## src/sv/drat_literal_varint_encoder_defines.svh

```systemverilog
// Assertion macros used by the varint encoder controller.
`ifndef DRAT_LITERAL_VARINT_ENCODER_DEFINES_SVH
`define DRAT_LITERAL_VARINT_ENCODER_DEFINES_SVH

`ifndef SYNTHESIS

// Checks a property on every rising clock edge outside reset.
`define DLVE_ASSERT(lbl, clk, rst_n, prop) \
    lbl: assert property (@(posedge clk) disable iff (!(rst_n)) (prop)) \
        else $error("dlve assertion failed");

// Checks that an expression is never true outside reset.
`define DLVE_ASSERT_NEVER(lbl, clk, rst_n, expr) \
    `DLVE_ASSERT(lbl, clk, rst_n, !(expr))

`else

`define DLVE_ASSERT(lbl, clk, rst_n, prop)
`define DLVE_ASSERT_NEVER(lbl, clk, rst_n, expr)

`endif

`endif

```

## src/sv/dlve_pkg.sv

```systemverilog
// Shared types and constants of the DRAT literal varint encoder.
package dlve_pkg;

    localparam int LIT_W      = 32;
    localparam int BYTE_W     = 8;
    localparam int GROUP_BITS = 7;

    localparam logic [LIT_W-1:0] SIGN_FLIP = LIT_W'(1);

    // Controller states, one-hot.
    typedef enum logic [1:0] {
        ST_IDLE = 2'b01,
        ST_EMIT = 2'b10
    } t_state;

    // Commands from the controller to the datapath.
    typedef struct packed {
        logic load;
        logic shift;
    } t_dp_cmd;

    // Status from the datapath to the controller.
    typedef struct packed {
        logic last;
    } t_dp_status;

endpackage

```

## src/sv/dlve_dp.sv

```systemverilog
// Datapath of the varint encoder: the value register and the output byte.
module dlve_dp
    import dlve_pkg::*;
(
    input  logic              i_clk,
    input  t_dp_cmd           i_cmd,
    input  logic [LIT_W-1:0]  i_literal,
    output t_dp_status        o_status,
    output logic [BYTE_W-1:0] o_byte
);

    logic [LIT_W-1:0] r_value;
    logic [LIT_W-1:0] n_value;
    logic             rest_zero;

    // The sign bit is inverted on load so positive literals carry a 0.
    always_comb begin
        n_value = r_value;
        if (i_cmd.load) begin
            n_value = i_literal ^ SIGN_FLIP;
        end else if (i_cmd.shift) begin
            n_value = r_value >> GROUP_BITS;
        end
    end

    always_ff @(posedge i_clk) begin
        r_value <= n_value;
    end

    assign rest_zero       = (r_value[LIT_W-1:GROUP_BITS] == '0);
    assign o_status.last   = rest_zero;
    assign o_byte          = {~rest_zero, r_value[GROUP_BITS-1:0]};

endmodule

```

## src/sv/dlve_ctrl.sv

```systemverilog
// Controller of the varint encoder: handshakes and datapath sequencing.
`include "drat_literal_varint_encoder_defines.svh"

module dlve_ctrl
    import dlve_pkg::*;
(
    input  logic       i_clk,
    input  logic       i_rst_n,
    input  logic       i_in_valid,
    output logic       o_in_ready,
    output logic       o_out_valid,
    input  logic       i_out_ready,
    input  t_dp_status i_status,
    output t_dp_cmd    o_cmd
);

    t_state r_state;
    t_state n_state;
    logic   out_xfer;
    logic   in_xfer;

    assign o_out_valid = (r_state == ST_EMIT);
    assign out_xfer    = o_out_valid & i_out_ready;
    // A new literal may be taken in the cycle the final byte leaves.
    assign o_in_ready  = (r_state == ST_IDLE) | (out_xfer & i_status.last);
    assign in_xfer     = i_in_valid & o_in_ready;

    assign o_cmd.load  = in_xfer;
    assign o_cmd.shift = out_xfer & ~i_status.last;

    always_comb begin
        n_state = r_state;
        case (r_state)
            ST_IDLE: begin
                if (in_xfer) begin
                    n_state = ST_EMIT;
                end
            end
            ST_EMIT: begin
                if (out_xfer && i_status.last && !in_xfer) begin
                    n_state = ST_IDLE;
                end
            end
            default: begin
                n_state = ST_IDLE;
            end
        endcase
    end

    always_ff @(posedge i_clk) begin
        if (!i_rst_n) begin
            r_state <= ST_IDLE;
        end else begin
            r_state <= n_state;
        end
    end

    `DLVE_ASSERT_NEVER(a_load_shift_excl, i_clk, i_rst_n, o_cmd.load && o_cmd.shift)
    `DLVE_ASSERT(a_shift_not_last, i_clk, i_rst_n, o_cmd.shift |-> !i_status.last)
    `DLVE_ASSERT(a_done_to_idle, i_clk, i_rst_n,
        (out_xfer && i_status.last && !in_xfer) |=> !o_out_valid)
    `DLVE_ASSERT(a_load_to_emit, i_clk, i_rst_n, o_cmd.load |=> o_out_valid)

endmodule

```

## src/sv/drat_literal_varint_encoder.sv

```systemverilog
// Top level of the binary DRAT literal varint encoder.
//
// The slave channel takes one 32-bit raw solver literal per transfer; bit 0
// is the sign with 1 meaning positive. The block inverts that bit and sends
// the result as an unsigned little-endian base-128 varint on the master
// channel, one byte per transfer, least significant 7-bit group first.
// Bit 7 of each byte is set when more bytes follow, and tlast marks the
// final byte of each literal.
// A literal produces one to five bytes. The first byte is presented in the
// cycle after the literal's transfer, and each further byte follows once the
// previous one leaves, since the single value register is shifted by seven
// bits per byte.
// The next literal is accepted in the same cycle as the previous literal's
// final byte transfer, so back-to-back five-byte literals run at one byte
// per cycle while the receiver is ready. When the receiver stalls, the
// current byte holds and no new literal is accepted until the final byte
// has gone. Reset returns the controller to idle with no byte pending.
module drat_literal_varint_encoder
    import dlve_pkg::*;
(
    input  logic              i_clk,
    input  logic              i_rst_n,
    // Slave channel.
    input  logic              i_s_tvalid,
    output logic              o_s_tready,
    input  logic [LIT_W-1:0]  i_s_tdata,   // [31:0] raw_literal
    // Master channel.
    output logic              o_m_tvalid,
    input  logic              i_m_tready,
    output logic [BYTE_W-1:0] o_m_tdata,   // [7:0] out_byte
    output logic              o_m_tlast    // last_byte
);

    t_dp_cmd    cmd;
    t_dp_status status;

    dlve_ctrl u_ctrl (
        .i_clk       (i_clk),
        .i_rst_n     (i_rst_n),
        .i_in_valid  (i_s_tvalid),
        .o_in_ready  (o_s_tready),
        .o_out_valid (o_m_tvalid),
        .i_out_ready (i_m_tready),
        .i_status    (status),
        .o_cmd       (cmd)
    );

    dlve_dp u_dp (
        .i_clk     (i_clk),
        .i_cmd     (cmd),
        .i_literal (i_s_tdata),
        .o_status  (status),
        .o_byte    (o_m_tdata)
    );

    // The final byte is the one with no payload bits left above it.
    assign o_m_tlast = status.last;

endmodule

```

## config.mk

```make
export PLATFORM = sky130hd
export DESIGN_NAME = drat_literal_varint_encoder
export DESIGN_NICKNAME = d
export VERILOG_FILES = /design/src/sv/dlve_pkg.sv /design/src/sv/dlve_dp.sv /design/src/sv/dlve_ctrl.sv /design/src/sv/drat_literal_varint_encoder.sv
export VERILOG_INCLUDE_DIRS = /design/src /design/src/sv
export SDC_FILE = /design/constraint.sdc
export NUM_CORES = 1
export LEC_CHECK = 0
export BUFFER_PORTS_ARGS = -buffer_cell sky130_fd_sc_hd__buf_4
export CORE_UTILIZATION = 30
export CTS_CLUSTER_SIZE = 30
export DETAILED_ROUTE_END_ITERATION = 8
export SYNTH_ARGS = -nofsm -noshare
export SYNTH_HDL_FRONTEND = slang
export SYNTH_SLANG_ARGS = --single-unit
```

## constraint.sdc

```tcl
create_clock -name i_clk -period 3.1 [get_ports i_clk]
set_input_delay 0.465 -clock i_clk [delete_from_list [all_inputs] [get_ports i_clk]]
set_output_delay 0.465 -clock i_clk [all_outputs]
set_load 0.02 [all_outputs]
```

==> results.toml, run 1 <==
[clock_tree]
clk_pin_slew_ns = 0.07
cts_hold_buf = 0
cts_buffers = 5
clk_path_buf_depth = 2
cts.htree.levels = 2
cts_root_buf = "clkbuf_8"
clock_latency_ns = 0.28
cts_setup_buffers = 0
cts_tree = "yes"
cts.sinks = 34
cts_resized = 0

[synthesis]
synth_warnings = 0
synthTopCellsByCount = "37 x nand2_1, 32 x edfxtp_1, 27 x o21ai_0"
synth.area.mux_share = 0
ys_ff_latch = 34
synth_xor_area_frac = 0
syn_area_per_cell_um2 = 10.1
synth_simple_gate_area_frac = 0.152
synth_edf_count = 32
yosysMostFrequentCell = "nand2_1"
synth_largest_area_cell = "edfxtp_1"
seq_area_frac_synth = 0.597
synth_fa_ha_area_frac = 0
synth_top_family_by_area = "compound AO/OA/AOI/OAI gates"
synth_cells = 166
ys.flop_type = "edfxtp_1"
synth_area_um2 = 1680
synth_top_area_share = 0.574
synth_compound_area_frac = 0.172
synthesis.nets = 202
async_reset_ff_frac = 0
yosys-top-cells-area = "edfxtp_1 57%, nand2_1 8.3%, o21ai_0 8.1%"
synth_cell_type_count = 22

[final_layout]
fin_area_um2 = 2100
fillers = 526
diodes = 0
syn2layout_area_growth_pct = 25.2
nets = 239
drive_above_1_share = 0.284

[placed_design]
dp_slack_ns = 0.853
dp_hpwl_mm = 2.42
dpl_cell_area_um2 = 2020
gp_congestion = 0.806
io_buffers = 46

[setup_path]
critPathMaxStageDelay_ns = 0.64
cp_slowest_cell = "o41a_1"
critPathMaxFanout = 14
worst_setup_path_end_kind = "output pin"
crit_chain = "nor4_2 > nand4_1 > o41a_1 > inv_1 > buf_4"
worstSetupPathType = "flip-flop to output pin"
crit_arrival_ns = 2.07
critPathRequiredTime_ns = 2.63
path_delay_family = "compound AO/OA/AOI/OAI gates"
start_kind = "flip-flop"
path_buf_inv = 2

[status]
status = "finished clean"

[route]
drt_iter0_drc = 70
num_vias = 1306
wl_per_cell_um = 13.2
postRouteAntennaNets = 0
routed_via_density = 4.77
drtPass1Iterations = 4
drc_errors = 0
drt-total-wl_mm = 3.61

[timing]
max_freq_mhz = 394
fin_ws_ns = 0.564
maxSlewViolCount = 0
fin_hold_ws_ns = 0.476
tightest_slew_ns = 0.660
rsz0062_at_grt = "no"
finalSetupViolations = 0
fin_skew_ns = 0.00311
tns_ns = 0
fin_crit_ns = 2.54
slew_headroom = 0.560
min_period_over_period = 0.818
hold_viol_final = 0

[power]
p_total_mw = 1.10
peakVddDrop_uv = 150
p_per_area_nw_per_um2 = 523
power_leakage_nw = 0.787

[floorplanning]
initial_core_util = 0.320
die_y_um = 76.7
pin_count = 47
die_w_um = 76.7
rows = 26
dieArea_um2 = 5890
core_area_um2 = 5240

[min_path]
min_path_type = "input port to flip-flop"

[global_routing]
antenna_found_initial = 0
grt_pass1_vias = 1269
groute.usage.overall = 0.131
grt_overflow = 0
grt_max_degree = 35
grt_pass1_wl_mm = 5.85

[flow_run]
maxCapViolations = 0
[area by class of cell]
| cell class | instances | area [um2] | share of cell area |
|---|---|---|---|
| clock buffers | 8 | 80.1 | 0.0382 |
| multi-input cells | 110 | 549 | 0.262 |
| repair buffers | 49 | 368 | 0.175 |
| inverters | 3 | 11.3 | 0.00537 |
| flip-flops and latches | 34 | 1000 | 0.477 |
| well taps | 70 | 87.6 | 0.0418 |
[cell usage in the layout (no fill, tap or decap)]
cell type   n
buf_4      49
nand2_1    37
edfxtp_1   32
o21ai_0    27
o21ai_1    22
nor2_1      8
clkbuf_8    5
nor4_2      3
nor4_1      3
inv_1       3
clkbuf_1    3
dfxtp_1     2
nand4_1     1
or3_1       1
nor3_1      1
nor2b_1     1
nand2b_1    1
o41a_1      1
o31ai_1     1
o2bb2ai_2   1
o22a_1      1
o22ai_1     1
[logic make-up after synthesis]
| kind of cell | after synthesis |
|---|---|
| buffers and inverters | 22 |
| flip-flops | 34 |
| AO/OA/AOI/OAI | 54 |
| AND/OR/NAND/NOR | 56 |
[worst paths after layout]
| path | from | to | slack (ns) | cells past startpoint |
|---|---|---|---|---|
| setup / recovery | u_dp.r_value[11] | o_s_tready | 0.56 | 5 |
| hold / removal | i_s_tdata[29] | u_dp.r_value[29] | 0.48 | 3 |
| setup reg to reg | u_dp.r_value[11] | u_dp.r_value[1] | 0.87 | 5 |
| hold reg to reg | u_ctrl.r_state[0] | u_ctrl.r_state[1] | 0.60 | 3 |
[worst min-delay path: cells and delay by family]
| kind | cells | cell delay, ns |
|---|---|---|
| buffers and inverters | 1 | 0.08 |
| AND/OR/NAND/NOR | 2 | 0.11 |
[sequential cells by signal, summed over array words and instances, names as in the netlist]
register,count
u_dp.r_value,32
u_ctrl.r_state,2
[per-stage QoR]
step,cells,utilization
after global routing,274,0.400
final,274,0.400
after global placement,266,0.385
after CTS,274,0.400
after floorplan,166,-
after detailed placement,266,0.385
[layer usage]
layer / global-route usage / wire (um)
met1: 0.157 / 1550
met2: 0.203 / 1640
met3: 0.0488 / 314
met4: 0.0731 / 104
met5: 0 / 0
[where the power goes]
group          internal, mW  switching [mW]  total [mW]
sequential            0.569          0.0219       0.591
clock                 0.159           0.151       0.310
combinational        0.0816           0.113       0.194
Note: power is estimated with default switching activity, not from simulation.
==> inputs of run 2 (changes only) <==
==> constraint.sdc (replaced) <==
create_clock -name i_clk -period 2.3 [get_ports i_clk]
set_input_delay 0.345 -clock i_clk [delete_from_list [all_inputs] [get_ports i_clk]]
set_output_delay 0.345 -clock i_clk [all_outputs]
set_load 0.02 [all_outputs]
==> run 2 against run 1 <==
  * Clock-buffer cell count fell by 1
  * Sequential cell count is the same
  * Critical path depth stayed put
  * Non-clock buffer count rose by 5
  * Global-route usage decreased by 0.43 points
  * Cell count up 1.8%
  * Register-to-register slack got worse by 0.49 ns
  * Highest routed layer unchanged
==> results.toml, run 2 (synthesis results as in run 1) <==
[route]
postRouteAntennaNets = 0
drt_iter0_drc = 145
drt-total-wl_mm = 3.64
num_vias = 1343
wl_per_cell_um = 13.0
drtPass1Iterations = 4
routed_via_density = 4.81
drc_errors = 0

[clock_tree]
cts_root_buf = "clkbuf_8"
clock_latency_ns = 0.28
cts_buffers = 5
cts.htree.levels = 2
cts.sinks = 34
clk_path_buf_depth = 2
cts_tree = "yes"
clk_pin_slew_ns = 0.07

[global_routing]
antenna_found_initial = 0
grt_max_degree = 34
grt_pass1_wl_mm = 5.66
grt_pass1_vias = 1201
groute.usage.overall = 0.127
grt_overflow = 0

[final_layout]
layout.cells.non_filler = 279
syn2layout_area_growth_pct = 28.1
seqCellArea_um2 = 1000
drive_above_1_share = 0.311
largest_reg_flops = 32
largest_registers = "u_dp.r_value: 32 flops, u_ctrl.r_state: 2 flops"
top_register = "u_dp.r_value"
fillers = 544
layout_common_cells = "54 x buf_4, 37 x nand2_1, 32 x edfxtp_1"
final_common_cell = "buf_4"
diodes = 0
multiInputGateArea_um2 = 561
nets = 244

[timing]
fin_skew_ns = 0.00975
maxSlewViolCount = 0
finalSetupViolations = 0
fin_crit_ns = 2.17
slew_headroom = 0.549
max_freq_mhz = 461
rsz0062_at_grt = "yes"
fin_ws_ns = 0.133
tightest_slew_ns = 0.675
min_period_over_period = 0.942
hold_viol_final = 0

[power]
power_leakage_nw = 0.813
p_per_area_nw_per_um2 = 694
peakVddDrop_uv = 291

[placed_design]
gp_congestion = 0.823
dpl.cell_count = 270
dp_slack_ns = 0.329
dp_hpwl_mm = 2.50
io_buffers = 46

[min_path]
min_path_type = "input port to flip-flop"

[setup_path]
crit_chain = "nor4_2 > nand4_1 > o41a_1 > inv_1 > buf_4"
critPathRequiredTime_ns = 1.96
start_kind = "flip-flop"
critPathMaxFanout = 4
crit_arrival_ns = 1.82
critPathMaxStageDelay_ns = 0.41
worst_setup_path_end_kind = "output pin"
cp_slowest_cell = "edfxtp_1"
worstSetupPathType = "flip-flop to output pin"

[status]
status = "finished clean"

[floorplanning]
dieArea_um2 = 5890
die_w_um = 76.7
core_area_um2 = 5240
rows = 26
pin_count = 47
initial_core_util = 0.320
die_y_um = 76.7

[flow_run]
maxCapViolations = 0
[run 2: power breakdown]
| part | leakage [nW] | switching, mW | internal (mW) |
|---|---|---|---|
| clock | 0.0399 | 0.203 | 0.211 |
| sequential | 0.327 | 0.0326 | 0.767 |
| combinational | 0.446 | 0.154 | 0.122 |
[run 2: area by class of cell]
class / count / area share
Sequential cell: 34 / 0.466
Multi-Input combinational cell: 110 / 0.261
Timing Repair Buffer: 54 / 0.189
Tap cell: 70 / 0.0408
Clock buffer: 7 / 0.0356
Inverter: 3 / 0.00525
Clock inverter: 1 / 0.00175
[run 2: metal layers]
layer | share of wire | global-route usage | routed length (um) | vias up
met5 | 0 | 0 | 0 | -
li1 | - | - | - | 668
met1 | 0.43 | 0.161 | 1570 | 606
met2 | 0.46 | 0.187 | 1670 | 63
met4 | 0.013 | 0.0558 | 49 | 0
met3 | 0.095 | 0.0536 | 345 | 6
[run 2: path summary, 6_finish.rpt]
kind / startpoint / end / slack [ns] / depth (start not counted)
worst max-delay path: u_dp.r_value[11] / o_s_tready / 0.13 / 5
worst min-delay path: i_s_tdata[27] / u_dp.r_value[27] / 0.36 / 3
worst max register to register: u_dp.r_value[11] / u_dp.r_value[1] / 0.38 / 6
worst min register to register: u_dp.r_value[23] / u_dp.r_value[16] / 0.59 / 2
[run 2: what timing repair did]
action / 4_1_cts / 5_1_grt
endpoints found under the setup margin: 0 / 2
buffers inserted: 0 / 1
hold buffers: 0 / 0
resized for setup: 0 / 1
[run 2: through the flow]
step           cell area, um2  hold WS, ns  setup TNS (ns)  utilization  total power, mW
3_3_place_gp             2050        0.566               0        0.392             1.08
4_1_cts                  2130        0.351               0        0.407             1.50
6_report                 2150        0.362               0        0.410             1.49
2_1_floorplan            1690        0.519               0            -            0.987
3_5_place_dp             2050        0.576               0        0.392             1.08
5_1_grt                  2150        0.350        -0.00194        0.410             1.56
[run 2: critical path, delay by kind of cell, from the launching register on]
kind / cells / cell delay (ns)
AND/OR/NAND/NOR: 2 / 0.49
AO/OA/AOI/OAI: 1 / 0.41
buffers and inverters: 2 / 0.23
flip-flops: 1 / 0.41
==> inputs of run 3 (changes only) <==
--- a/config.mk
+++ b/config.mk
@@ -7,9 +7,10 @@
 export NUM_CORES = 1
 export LEC_CHECK = 0
 export BUFFER_PORTS_ARGS = -buffer_cell sky130_fd_sc_hd__buf_4
-export CORE_UTILIZATION = 30
+export CORE_UTILIZATION = 40
 export CTS_CLUSTER_SIZE = 30
 export DETAILED_ROUTE_END_ITERATION = 8
+export PLACE_DENSITY = 0.66
 export SYNTH_ARGS = -nofsm -noshare
 export SYNTH_HDL_FRONTEND = slang
 export SYNTH_SLANG_ARGS = --single-unit
==> run 3 against run 2 <==
  * Combinational power is 1% lower
  * Sequential share of layout area up 0.83 points
  * Die area fell by 24%
  * Non-clock buffer count shrank 1
  * Sequential power hardly changed
  * Clock power about the same
  * Global-route usage increased by 5.9 points
  * Register-to-register slack lost 0.05 ns
  * Utilization grew 12 points
  * Largest cell class unchanged
==> results.toml, run 3 (synthesis results as in run 1) <==
[status]
status = "finished clean"

[global_routing]
grt.met3_usage = 0.0565
grt_pass1_wl_mm = 5.94
grt_max_degree = 33
top_usage_layer = "met2"
met2_usage = 0.328
grt_pass1_vias = 1318
groute.usage.overall = 0.186
grt.met1_usage = 0.216
antenna_found_initial = 0
grt_overflow = 0

[final_layout]
diodes = 0
nets = 243
drive_above_1_share = 0.308
top_register = "u_dp.r_value"
final_common_cell = "buf_4"
utilization = 0.527
largest_reg_flops = 32
syn2layout_area_growth_pct = 25.8
layout_common_cells = "53 x buf_4, 37 x nand2_1, 32 x edfxtp_1"
largest_registers = "u_dp.r_value: 32 flops, u_ctrl.r_state: 2 flops"

[power]
p_per_area_nw_per_um2 = 706
p_switching_uw = 396
p_total_mw = 1.49
pwr-share-seq = 0.539
p_sw_frac = 0.266
combPwrFrac = 0.183
power_leakage_nw = 0.810
clkPwrFrac = 0.279
peakVddDrop_uv = 313
cell_internal_pwr_mw = 1.09

[timing]
fin_crit_ns = 2.22
tightest_slew_ns = 0.681
rsz0062_at_grt = "no"
fin_ws_ns = 0.0798
max_freq_mhz = 450
tns_ns = 0
slew_headroom = 0.545
min_period_over_period = 0.965
fin_skew_ns = 0.00456
finalSetupViolations = 0
maxSlewViolCount = 0
hold_viol_final = 0

[setup_path]
worst_setup_path_end_kind = "output pin"
ff2ff_path_depth = 5
start_kind = "flip-flop"
critPathMaxStageDelay_ns = 0.51
crit_arrival_ns = 1.88
critPathRequiredTime_ns = 1.96
critPathMaxFanout = 4
crit_chain = "nor4_2 > nand4_1 > o41a_1 > inv_1 > buf_4"
cp_slowest_cell = "o41a_1"
worstSetupPathType = "flip-flop to output pin"
cp.depth = 5
path_delay_family = "compound AO/OA/AOI/OAI gates"
path_buf_inv = 2

[route]
drtPass1Iterations = 4
num_vias = 1333
drt-total-wl_mm = 3.73
routed_via_density = 5.17
drt_iter0_drc = 101
drc_errors = 0
postRouteAntennaNets = 0
wl_per_cell_um = 14.5

[min_path]
min_path_type = "input port to flip-flop"
hold_path_depth = 3

[floorplanning]
rows = 23
initial_core_util = 0.419
pin_count = 47
die_w_um = 66.7
dieArea_um2 = 4450
core_area_um2 = 4000
die_y_um = 66.7

[clock_tree]
cts.htree.levels = 2
cts_tree = "yes"
clk_path_buf_depth = 2
clock_latency_ns = 0.28
cts.sinks = 34
cts_buffers = 5
cts_hold_buf = 0
cts_setup_buffers = 0
cts_root_buf = "clkbuf_8"
clk_pin_slew_ns = 0.07
cts_resized = 0

[placed_design]
dp_slack_ns = 0.309
io_buffers = 46
gp_congestion = 0.765
dp_hpwl_mm = 2.57

[flow_run]
maxCapViolations = 0
==> run 3: final cells by class <==
type	instances	area, um2
inverter	3	11.3
tap	50	62.6
clock inverter	2	8.76
sequential	34	1000
clock buffer	6	72.6
timing repair buffer	53	398
fill	376	1890
multi-input combinational	110	554
==> run 3: per-stage QoR <==
stage | hold slack [ns] | instance area [um2] | instances
5_1_grt | 0.367 | 2110 | 258
3_5_place_dp | 0.588 | 2020 | 249
6_report | 0.357 | 2110 | 258
4_1_cts | 0.355 | 2100 | 257
3_3_place_gp | 0.541 | 2020 | 249
2_1_floorplan | 0.519 | 1690 | 166
==> run 3: worst paths after layout <==
check / to / slack (ns) / from
setup / recovery: o_s_tready / 0.08 / u_dp.r_value[11]
hold / removal: u_dp.r_value[31] / 0.36 / i_s_tdata[31]
setup reg to reg: u_dp.r_value[0] / 0.33 / u_dp.r_value[11]
hold reg to reg: u_ctrl.r_state[1] / 0.60 / u_ctrl.r_state[0]
==> run 3: per-layer routing <==
| layer | vias to the layer above | share of wire |
|---|---|---|
| met5 | - | 0 |
| met4 | 0 | 0.010 |
| met3 | 5 | 0.051 |
| met2 | 39 | 0.50 |
| met1 | 622 | 0.44 |
| li1 | 667 | - |
==> run 3: power groups by stage <==
stage                     Combinational (mW)  Clock, mW  Sequential (mW)
after floorplan                        0.185          0            0.802
after global placement                 0.265          0            0.808
after detailed placement               0.272          0            0.814
after CTS                              0.273      0.421            0.801
after global routing                   0.302      0.453            0.807
final                                  0.272      0.415            0.801
==> run 3: worst reg2reg max path: cells and delay by family (launching register included) <==
family	cells	cell delay, ns
simple gates	2	0.46
compound gates	2	0.71
flops	1	0.41
buf+inv	1	0.21
